===== src/rsape_pkg.sv =====
// ----------------------------------------------------------------------------
// rsape_pkg
// Shared exponent width and status codes for the RSA private exponent block.
// ----------------------------------------------------------------------------
package rsape_pkg;

	// Width of the public exponent and of the private exponent result.
	localparam int E_WIDTH = 64;

	typedef logic [1:0] status_t;

	localparam status_t ST_OK             = 2'd0;
	localparam status_t ST_SMALL_TOTIENT  = 2'd1;
	localparam status_t ST_NOT_INVERTIBLE = 2'd2;

endpackage


===== src/rsa_private_exponent.sv =====
// ----------------------------------------------------------------------------
// rsa_private_exponent
// Private exponent d = e^-1 mod (p-1)(q-1) by the extended Euclidean method.
// ----------------------------------------------------------------------------
// Each request item carries primes p and q (low HALF_WIDTH bits used) and a
// public exponent e. The block multiplies out the totient, reduces e modulo
// the totient and then runs extended Euclid, giving one response item with d
// in 1..totient-1 and status ok, or d = 0 with status "totient below 2" (p or
// q below 2, or p = q = 2) or "not invertible" (gcd not 1). One item is in
// work at a time; req_ready is high only while the sequencer is idle, but a
// finished response may wait in the output register while the next request
// is accepted. All division runs through one shared compare-subtract unit
// that retires one quotient bit per cycle: the divisor is shifted up until it
// passes the remainder, then walked back down.
module rsa_private_exponent import rsape_pkg::*; #(
	parameter int HALF_WIDTH = 32
) (
	input  logic                 clk,
	input  logic                 arst_n,
	input  logic                 req_valid,
	output logic                 req_ready,
	input  logic [31:0]          prime_p,
	input  logic [31:0]          prime_q,
	input  logic [E_WIDTH-1:0]   public_exp,
	output logic                 rsp_valid,
	input  logic                 rsp_ready,
	output logic [E_WIDTH-1:0]   inverse,
	output status_t              status
);

	localparam int PW  = 2 * HALF_WIDTH;
	localparam int BSW = E_WIDTH + 1;
	localparam int TSW = PW + 1;
	localparam int KW  = $clog2(E_WIDTH + 1);

	localparam logic [2:0] S_IDLE  = 3'd0;
	localparam logic [2:0] S_MUL   = 3'd1;
	localparam logic [2:0] S_CHK   = 3'd2;
	localparam logic [2:0] S_ALIGN = 3'd3;
	localparam logic [2:0] S_SUB   = 3'd4;
	localparam logic [2:0] S_NEXT  = 3'd5;
	localparam logic [2:0] S_ROUND = 3'd6;
	localparam logic [2:0] S_DONE  = 3'd7;

	logic [2:0]            state_q;
	logic [HALF_WIDTH-1:0] pm1_q, qm1_q;
	logic                  small_q;
	logic [PW-1:0]         phi_q;
	logic [PW-1:0]         prod;

	// Euclid registers: rem_q holds the running remainder (old a), b_q the
	// divisor; acc_q accumulates the new coefficient on top of ta.
	logic [E_WIDTH-1:0]    rem_q;
	logic [PW-1:0]         b_q;
	logic [PW-1:0]         acc_q;
	logic [PW-1:0]         tb_q;
	logic                  neg_a_q, neg_b_q;
	logic                  red_q;

	// Aligned divisor and coefficient, and the alignment count.
	logic [BSW-1:0]        bs_q;
	logic [TSW-1:0]        ts_q;
	logic [KW-1:0]         k_q;

	logic                  rsp_valid_q;
	logic [E_WIDTH-1:0]    inverse_q;
	status_t               status_q;

	logic [BSW-1:0]        bs_eff;
	logic [TSW-1:0]        ts_eff;
	logic                  fits;
	logic [E_WIDTH-1:0]    rem_diff;
	logic [PW-1:0]         acc_sum;

	logic [HALF_WIDTH-1:0] p_lo, q_lo;
	logic [PW-1:0]         t_mod, d_val;
	status_t               st_now;
	logic                  rsp_free;

	assign req_ready = (state_q == S_IDLE);
	assign rsp_valid = rsp_valid_q;
	assign inverse   = inverse_q;
	assign status    = status_q;
	assign rsp_free  = !rsp_valid_q || rsp_ready;

	assign p_lo = prime_p[HALF_WIDTH-1:0];
	assign q_lo = prime_q[HALF_WIDTH-1:0];
	assign prod = pm1_q * qm1_q;

	rsape_step #(
		.PHI_WIDTH(PW)
	) u_step (
		.bs      (bs_q),
		.ts      (ts_q),
		.rem     (rem_q),
		.acc     (acc_q),
		.narrow  (state_q == S_SUB),
		.bs_eff  (bs_eff),
		.ts_eff  (ts_eff),
		.fits    (fits),
		.rem_diff(rem_diff),
		.acc_sum (acc_sum)
	);

	// Final fold: ta mod phi (ta never exceeds phi), then negate if needed.
	always_comb begin
		t_mod = (acc_q == phi_q) ? '0 : acc_q;
		d_val = (neg_a_q && t_mod != '0) ? (phi_q - t_mod) : t_mod;
		if (small_q) begin
			st_now = ST_SMALL_TOTIENT;
		end else if (rem_q != E_WIDTH'(1)) begin
			st_now = ST_NOT_INVERTIBLE;
		end else begin
			st_now = ST_OK;
		end
	end

	// Sequencer and control.
	always_ff @(posedge clk or negedge arst_n) begin
		if (!arst_n) begin
			state_q     <= S_IDLE;
			rsp_valid_q <= 1'b0;
		end else begin
			// Load a finished item into a free output register, else drop
			// the one that has just been taken.
			if (state_q == S_DONE && rsp_free) begin
				rsp_valid_q <= 1'b1;
			end else if (rsp_valid_q && rsp_ready) begin
				rsp_valid_q <= 1'b0;
			end
			unique case (state_q)
				S_IDLE: begin
					if (req_valid) begin
						state_q <= S_MUL;
					end
				end
				S_MUL: begin
					state_q <= S_CHK;
				end
				S_CHK: begin
					if (small_q || phi_q < PW'(2)) begin
						state_q <= S_DONE;
					end else begin
						state_q <= S_ALIGN;
					end
				end
				S_ALIGN: begin
					if (!fits) begin
						state_q <= (k_q == '0) ? S_NEXT : S_SUB;
					end
				end
				S_SUB: begin
					if (k_q == KW'(1)) begin
						state_q <= S_NEXT;
					end
				end
				S_NEXT: begin
					state_q <= S_ROUND;
				end
				S_ROUND: begin
					state_q <= (b_q == '0) ? S_DONE : S_ALIGN;
				end
				S_DONE: begin
					if (rsp_free) begin
						state_q <= S_IDLE;
					end
				end
				default: begin
					state_q <= S_IDLE;
				end
			endcase
		end
	end

	// Datapath registers.
	always_ff @(posedge clk) begin
		unique case (state_q)
			S_IDLE: begin
				pm1_q   <= p_lo - HALF_WIDTH'(1);
				qm1_q   <= q_lo - HALF_WIDTH'(1);
				small_q <= (p_lo < HALF_WIDTH'(2)) || (q_lo < HALF_WIDTH'(2));
				rem_q   <= public_exp;
			end
			S_MUL: begin
				phi_q <= prod;
			end
			S_CHK: begin
				small_q <= small_q || (phi_q < PW'(2));
				// Reduce e modulo phi first; coefficients are not tracked here.
				bs_q    <= BSW'(phi_q);
				ts_q    <= '0;
				acc_q   <= '0;
				k_q     <= '0;
				red_q   <= 1'b1;
			end
			S_ALIGN: begin
				if (fits) begin
					bs_q <= bs_q << 1;
					ts_q <= ts_q << 1;
					k_q  <= k_q + KW'(1);
				end
			end
			S_SUB: begin
				bs_q <= bs_eff;
				ts_q <= ts_eff;
				k_q  <= k_q - KW'(1);
				if (fits) begin
					rem_q <= rem_diff;
					acc_q <= acc_sum;
				end
			end
			S_NEXT: begin
				if (red_q) begin
					// Start Euclid on (phi, e mod phi) with ta = 0, tb = 1.
					b_q     <= rem_q[PW-1:0];
					rem_q   <= E_WIDTH'(phi_q);
					acc_q   <= '0;
					tb_q    <= PW'(1);
					neg_a_q <= 1'b0;
					neg_b_q <= 1'b0;
					red_q   <= 1'b0;
				end else begin
					// Advance one round: (a, b) <= (b, r), (ta, tb) <= (tb, tn).
					b_q     <= rem_q[PW-1:0];
					rem_q   <= E_WIDTH'(b_q);
					acc_q   <= tb_q;
					tb_q    <= acc_q;
					neg_a_q <= neg_b_q;
					neg_b_q <= !neg_b_q;
				end
			end
			S_ROUND: begin
				bs_q <= BSW'(b_q);
				ts_q <= TSW'(tb_q);
				k_q  <= '0;
			end
			S_DONE: begin
				if (rsp_free) begin
					status_q  <= st_now;
					inverse_q <= (st_now == ST_OK) ? E_WIDTH'(d_val) : '0;
				end
			end
			default: begin
			end
		endcase
	end

	// The walk-down phase always has at least one quotient bit left.
	a_sub_count: assert property (@(posedge clk) disable iff (!arst_n)
		state_q == S_SUB |-> k_q != '0)
		else $error("subtract phase entered with no quotient bits");

	// An accepted request always starts the totient multiply.
	a_accept_mul: assert property (@(posedge clk) disable iff (!arst_n)
		req_valid && req_ready |=> state_q == S_MUL)
		else $error("accepted request did not start");

	// Failed items report a zero exponent.
	a_fail_zero: assert property (@(posedge clk) disable iff (!arst_n)
		rsp_valid && status != ST_OK |-> inverse == '0)
		else $error("nonzero exponent on failure status");

	// A successful inverse is never zero and status is a defined code.
	a_ok_nonzero: assert property (@(posedge clk) disable iff (!arst_n)
		rsp_valid |-> (status == ST_OK && inverse != '0) ||
			status == ST_SMALL_TOTIENT || status == ST_NOT_INVERTIBLE)
		else $error("bad response status or zero inverse");

	// Euclid rounds keep the remainder above the divisor.
	a_euclid_order: assert property (@(posedge clk) disable iff (!arst_n)
		state_q == S_ROUND && b_q != '0 |-> rem_q > E_WIDTH'(b_q))
		else $error("Euclid remainder not above divisor");

endmodule


===== src/rsape_step.sv =====
// ----------------------------------------------------------------------------
// rsape_step
// Shared compare-subtract unit: tests the aligned divisor against the
// remainder and forms the reduced remainder and the updated coefficient.
// ----------------------------------------------------------------------------
module rsape_step import rsape_pkg::*; #(
	parameter int PHI_WIDTH = 64
) (
	input  logic [E_WIDTH:0]     bs,
	input  logic [PHI_WIDTH:0]   ts,
	input  logic [E_WIDTH-1:0]   rem,
	input  logic [PHI_WIDTH-1:0] acc,
	input  logic                 narrow,
	output logic [E_WIDTH:0]     bs_eff,
	output logic [PHI_WIDTH:0]   ts_eff,
	output logic                 fits,
	output logic [E_WIDTH-1:0]   rem_diff,
	output logic [PHI_WIDTH-1:0] acc_sum
);

	logic [PHI_WIDTH:0] acc_wide;

	// Step the divisor down one place while retiring quotient bits.
	assign bs_eff   = narrow ? (bs >> 1) : bs;
	assign ts_eff   = narrow ? (ts >> 1) : ts;
	assign fits     = bs_eff <= {1'b0, rem};
	assign rem_diff = rem - bs_eff[E_WIDTH-1:0];
	assign acc_wide = (PHI_WIDTH + 1)'(acc) + ts_eff;
	assign acc_sum  = acc_wide[PHI_WIDTH-1:0];

endmodule


===== config.mk =====
export PLATFORM = sky130hd
export DESIGN_NAME = rsa_private_exponent
export DESIGN_NICKNAME = d
export VERILOG_FILES = /design/src/rsape_pkg.sv /design/src/rsa_private_exponent.sv /design/src/rsape_step.sv
export SDC_FILE = /design/constraint.sdc
export NUM_CORES = 2
export LEC_CHECK = 0
export ABC_AREA = 1
export ABC_CLOCK_PERIOD_IN_PS = 7900
export BUFFER_PORTS_ARGS = -buffer_cell sky130_fd_sc_hd__buf_2
export CORE_UTILIZATION = 40
export CTS_CLUSTER_SIZE = 40
export DETAILED_ROUTE_END_ITERATION = 7
export PLACE_DENSITY = 0.57
export SLEW_MARGIN = 20
export SYNTH_ARGS = -nofsm -noshare
export SYNTH_HDL_FRONTEND = slang
export SYNTH_SLANG_ARGS = --single-unit
export TNS_END_PERCENT = 5

===== constraint.sdc =====
create_clock -name clk -period 7.9 [get_ports clk]
set_input_delay 1.975 -clock clk [delete_from_list [all_inputs] [get_ports clk]]
set_output_delay 1.975 -clock clk [all_outputs]
set_load 0.02 [all_outputs]

==> out/summary.md <==
The run finished with clean final reports. The share of the core filled with cells in the final layout was 0.4447. The clock sink total came out at 595.

The category of the most critical setup path is flop to flop. The post-route fraction of the period consumed by the critical path was 0.9656. The die covers 0.1972 mm².

The initial antenna violation count was 6; the fraction of the mapped netlist area in compound gates was 0.1063. The mean cell area of the mapped netlist was 7.612 µm²; the XOR/XNOR share of the synthesized area was 0.02488. The clock insertion delay at the later pin of the skew report is 0.75 ns.

The tools report the total global-route track usage as 0.2954. The tools report the CTS buffer count as 79. The clock tree synthesis step divided the H-tree into 3 levels.

At the placement stage, the worst setup path has a slack of 0.04831 ns. The boundary pin count came out at 200. Setup repair after global routing could not meet its margin everywhere.

The count of buffers added on input and output ports is 199. STA puts the critical path data required time at 8.31 ns. The end of the worst register-to-register path was phi_q[54]$_DFFE_PP_. The layout has 19520 filler cells.

Width of the chip: 444.0 µm. Kind of launch point of the worst setup path: a flop. The post-synthesis to final-layout area growth works out to 10.03%. In this run the critical register-to-register path is launched from qm1_q[13]$_DFFE_PP_.

The worst-case clock buffer depth is 3. Global-route wire length before repair: 437800 µm. Yosys mapped the design onto 49 distinct sky130hd cell types.

Across the run, the number of max-cap violations was 0. The number of DRC violations after detailed-routing iteration 0 was 6962; the length of the first detailed-routing pass in iterations was 6. The tools report the final number of setup-violating endpoints as 0. The number of cells on the worst reg-to-reg path is 24.

The die extent in y works out to 444.0 µm. Once detailed placement completed, the half-perimeter wirelength came to 234400 µm. Maximum number of pins on one net before global-route repair: 125.

The adder and majority cell fraction of the synthesized area is 0.3137, and the fraction of the mapped netlist area in simple logic gates is 0.1881. The slew at the pin with the worst max-slew slack is 1.153 ns. Summed over all failing endpoints, the final setup total negative slack is 0 ns. For the final clock skew, the log shows 0.08582 ns. Row generation in the floorplan step produced 161 rows.

The post-synthesis cell count came out at 10270. In the routed design, unresolved DRC markers number 0. Highest clock frequency the design can meet: 131.1 MHz. Via count of the first global-routing pass: 69370. The top-area cell type share of the netlist area works out to 0.2303. After synthesis, the largest family of logic cells by area is adder cells.

Share of cells above drive strength 1: 0.05652. The routed wire length per instance was 22.34 µm; the detailed-route vias per instance was 5.295. Yosys attributes the largest share of cell area to sky130_fd_sc_hd__fa_1 23%, sky130_fd_sc_hd__edfxtp_1 23%, sky130_fd_sc_hd__inv_1 12%, sky130_fd_sc_hd__nand2_1 12%, sky130_fd_sc_hd__ha_1 8.3%. For this run, the number of Yosys warnings is 0.

The logs give 0.2283 for the share of synthesized area occupied by flip-flops and latches and 0 for the total congestion overflow after global routing. Endpoint of the worst hold-timing path: b_q[17]$_DFFE_PP_. The tools report the clock root buffer as sky130_fd_sc_hd__clkbuf_16. The min-delay analysis places its worst path in the category flop to flop.

The fraction of synthesized area in multiplexers is 0, and the final weighted congestion in routability-driven placement is 1.031. Fraction of synthesis flops using an asynchronous set or reset pin: 0.006723. When the netlist entered floorplanning its net count stood at 11820. The area of the placeable core was 0.1934 mm²; the count of flip-flops with a built-in enable after synthesis was 591. The final hold violation count was 0. The predominant post-synthesis flop cell is sky130_fd_sc_hd__edfxtp_1.

Across all register-to-register paths, the minimum setup slack is 0.27 ns. The synthesized design contains 595 register bits. The count of nets left with antenna violations once routing finished came out at 0. The final max-slew violation count came out at 0. The starting density of the core is 0.4042. The run gives 0.2311 as the relative slew slack. The final layout contains 11980 nets. In the post-route analysis, the smallest setup slack over all paths is 0.2718 ns. The cell area after synthesis was 0.07816 mm². The worst hold path begins at rem_q[17]$_DFFE_PP_. Wires add up to 290900 µm. The worst hold path passes through 0 cells. Critical path endpoint category: a flop. TritonCTS built the clock tree. The final period demand of the worst path came out at 7.628 ns.

The final route contains 68960 vias. In this run the worst path has a maximum fanout of 11. STA puts the critical path data arrival time at 8.04 ns. The clock transition at the register clock pins on the worst setup and hold paths after CTS was 0.07 ns.

The most area-hungry cell type in the Yosys netlist is sky130_fd_sc_hd__fa_1.
[metal layers]
layer	part of all wire	vias to the layer above	routed length [µm]	global-route usage
met5	0.000045	-	13	0
li1	-	31930	-	-
met2	0.43	2836	123900	0.4492
met1	0.45	33760	131000	0.4234
met3	0.081	421	23700	0.04593
met4	0.042	2	12230	0.1082
[logic make-up after synthesis]
family,after synthesis
buf+inv,2872
fa+ha+maj,1420
simple gates,3732
xor+xnor,222
flops,595
compound gates,1427
[worst max path at each step]
stage,from,endpoint,slack (ns)
after global placement,pm1_q[15]$_DFFE_PP_,phi_q[44]$_DFFE_PP_,0.06
after CTS,pm1_q[15]$_DFFE_PP_,phi_q[54]$_DFFE_PP_,0.08
final,qm1_q[13]$_DFFE_PP_,phi_q[54]$_DFFE_PP_,0.27
after detailed placement,qm1_q[10]$_DFFE_PP_,phi_q[54]$_DFFE_PP_,0.05
after floorplan,qm1_q[8]$_DFFE_PP_,phi_q[55]$_DFFE_PP_,1.15
after global routing,pm1_q[10]$_DFFE_PP_,phi_q[55]$_DFFE_PP_,-0.04
[cell usage after synthesis, types with 20 or more instances]
cell / number
sky130_fd_sc_hd__o211ai_1: 69
sky130_fd_sc_hd__nor4_1: 57
sky130_fd_sc_hd__o221ai_1: 55
sky130_fd_sc_hd__a21boi_0: 20
sky130_fd_sc_hd__o21bai_1: 29
sky130_fd_sc_hd__nand3_1: 167
sky130_fd_sc_hd__fa_1: 899
sky130_fd_sc_hd__clkbuf_1: 308
sky130_fd_sc_hd__a21o_1: 21
sky130_fd_sc_hd__ha_1: 521
sky130_fd_sc_hd__nor2_1: 869
sky130_fd_sc_hd__inv_1: 2510
sky130_fd_sc_hd__a221oi_1: 64
sky130_fd_sc_hd__a31oi_1: 62
sky130_fd_sc_hd__edfxtp_1: 591
sky130_fd_sc_hd__o21a_1: 53
sky130_fd_sc_hd__inv_2: 21
sky130_fd_sc_hd__o22ai_1: 31
sky130_fd_sc_hd__a21oi_1: 546
sky130_fd_sc_hd__nor3_1: 78
sky130_fd_sc_hd__o21ai_1: 20
sky130_fd_sc_hd__xor2_1: 149
sky130_fd_sc_hd__nand2_1: 2472
sky130_fd_sc_hd__nand4_1: 57
sky130_fd_sc_hd__xnor2_1: 73
sky130_fd_sc_hd__o21ai_0: 423
[final cells by class]
type / instances / area, µm² / share of cell area
Antenna cell: 5 / 12.51 / 0.0001455
Clock buffer: 89 / 2014 / 0.02342
Clock inverter: 56 / 737.0 / 0.008569
Inverter: 2533 / 9512 / 0.1106
Multi-Input combinational cell: 6801 / 49580 / 0.5765
Sequential cell: 595 / 17850 / 0.2075
Tap cell: 2526 / 3161 / 0.03675
Timing Repair Buffer: 418 / 3141 / 0.03652
[what timing repair did]
| action | 4_1_cts | 5_1_grt |
|---|---|---|
| resized for setup | 0 | 6 |
| setup endpoints to repair | 1 | 11 |
| cloned | 0 | 0 |
| buffers inserted | 1 | 9 |
| hold buffers | 0 | 0 |
[worst max-delay path, stage by stage, from the launching register on]
cell and delay (ns):
sky130_fd_sc_hd__edfxtp_1 0.71, sky130_fd_sc_hd__buf_4 0.25, sky130_fd_sc_hd__nand2_1 0.05, sky130_fd_sc_hd__inv_1 0.07
sky130_fd_sc_hd__fa_1 0.44, sky130_fd_sc_hd__fa_1 0.52, sky130_fd_sc_hd__inv_1 0.06, sky130_fd_sc_hd__fa_1 0.57
sky130_fd_sc_hd__fa_1 0.50, sky130_fd_sc_hd__fa_1 0.55, sky130_fd_sc_hd__inv_1 0.05, sky130_fd_sc_hd__fa_1 0.38
sky130_fd_sc_hd__fa_1 0.55, sky130_fd_sc_hd__fa_1 0.44, sky130_fd_sc_hd__ha_1 0.38, sky130_fd_sc_hd__a21oi_1 0.26
sky130_fd_sc_hd__o21ai_0 0.22, sky130_fd_sc_hd__a21oi_1 0.16, sky130_fd_sc_hd__a21boi_1 0.33, sky130_fd_sc_hd__inv_1 0.17
sky130_fd_sc_hd__nand2_1 0.09, sky130_fd_sc_hd__nand2_1 0.10, sky130_fd_sc_hd__a21oi_1 0.24, sky130_fd_sc_hd__o21bai_1 0.11
sky130_fd_sc_hd__xor2_1 0.14
[per-stage QoR]
| stage | area, µm² | hold slack [ns] | std cells |
|---|---|---|---|
| finish | 86000 | 0.5016 | 13020 |
| global route | 85990 | 0.5193 | 13020 |
| CTS | 85850 | 0.5042 | 13010 |
| detailed placement | 83080 | 0.4825 | 12860 |
| global placement | 83080 | 0.4802 | 12860 |
| floorplan | 78160 | 0.4514 | 10270 |
[state kept, by name, summed over array words and instances (netlist names), 2 cells and up]
register / cells
tb_q: 64
pm1_q: 32
qm1_q: 32
inverse: 64
state_q: 3
bs_q: 65
rem_q: 64
acc_q: 64
phi_q: 64
ts_q: 65
b_q: 64
status: 2
k_q: 7
[cell usage in the layout, fill, tap and decap left out, types with 7 or more instances in the layout]
master	n
sky130_fd_sc_hd__o2111ai_1	7
sky130_fd_sc_hd__clkinv_1	15
sky130_fd_sc_hd__a21boi_0	17
sky130_fd_sc_hd__clkbuf_16	79
sky130_fd_sc_hd__inv_1	2507
sky130_fd_sc_hd__o21a_1	53
sky130_fd_sc_hd__edfxtp_1	591
sky130_fd_sc_hd__bufinv_16	11
sky130_fd_sc_hd__nand2_1	2470
sky130_fd_sc_hd__nor3_1	78
sky130_fd_sc_hd__nand4_1	57
sky130_fd_sc_hd__a221oi_1	64
sky130_fd_sc_hd__o21ai_1	22
sky130_fd_sc_hd__nor4_1	56
sky130_fd_sc_hd__nand3b_1	11
sky130_fd_sc_hd__xor2_1	149
sky130_fd_sc_hd__or2_2	11
sky130_fd_sc_hd__a211oi_1	8
sky130_fd_sc_hd__a21oi_1	545
sky130_fd_sc_hd__clkinv_2	13
sky130_fd_sc_hd__o221ai_1	55
sky130_fd_sc_hd__a21o_1	21
sky130_fd_sc_hd__clkbuf_1	10
sky130_fd_sc_hd__nand3_1	165
sky130_fd_sc_hd__o21ai_0	421
sky130_fd_sc_hd__o22ai_1	31
sky130_fd_sc_hd__o21bai_1	28
sky130_fd_sc_hd__buf_2	199
sky130_fd_sc_hd__ha_1	521
sky130_fd_sc_hd__xnor2_1	73
sky130_fd_sc_hd__o211ai_1	69
sky130_fd_sc_hd__nor2_1	862
sky130_fd_sc_hd__a31oi_1	62
sky130_fd_sc_hd__buf_12	40
sky130_fd_sc_hd__buf_4	179
sky130_fd_sc_hd__fa_1	899
sky130_fd_sc_hd__inv_2	23
Power is not shown: default switching activity piles up to over one toggle a cycle in this logic, so the estimate is an artifact.
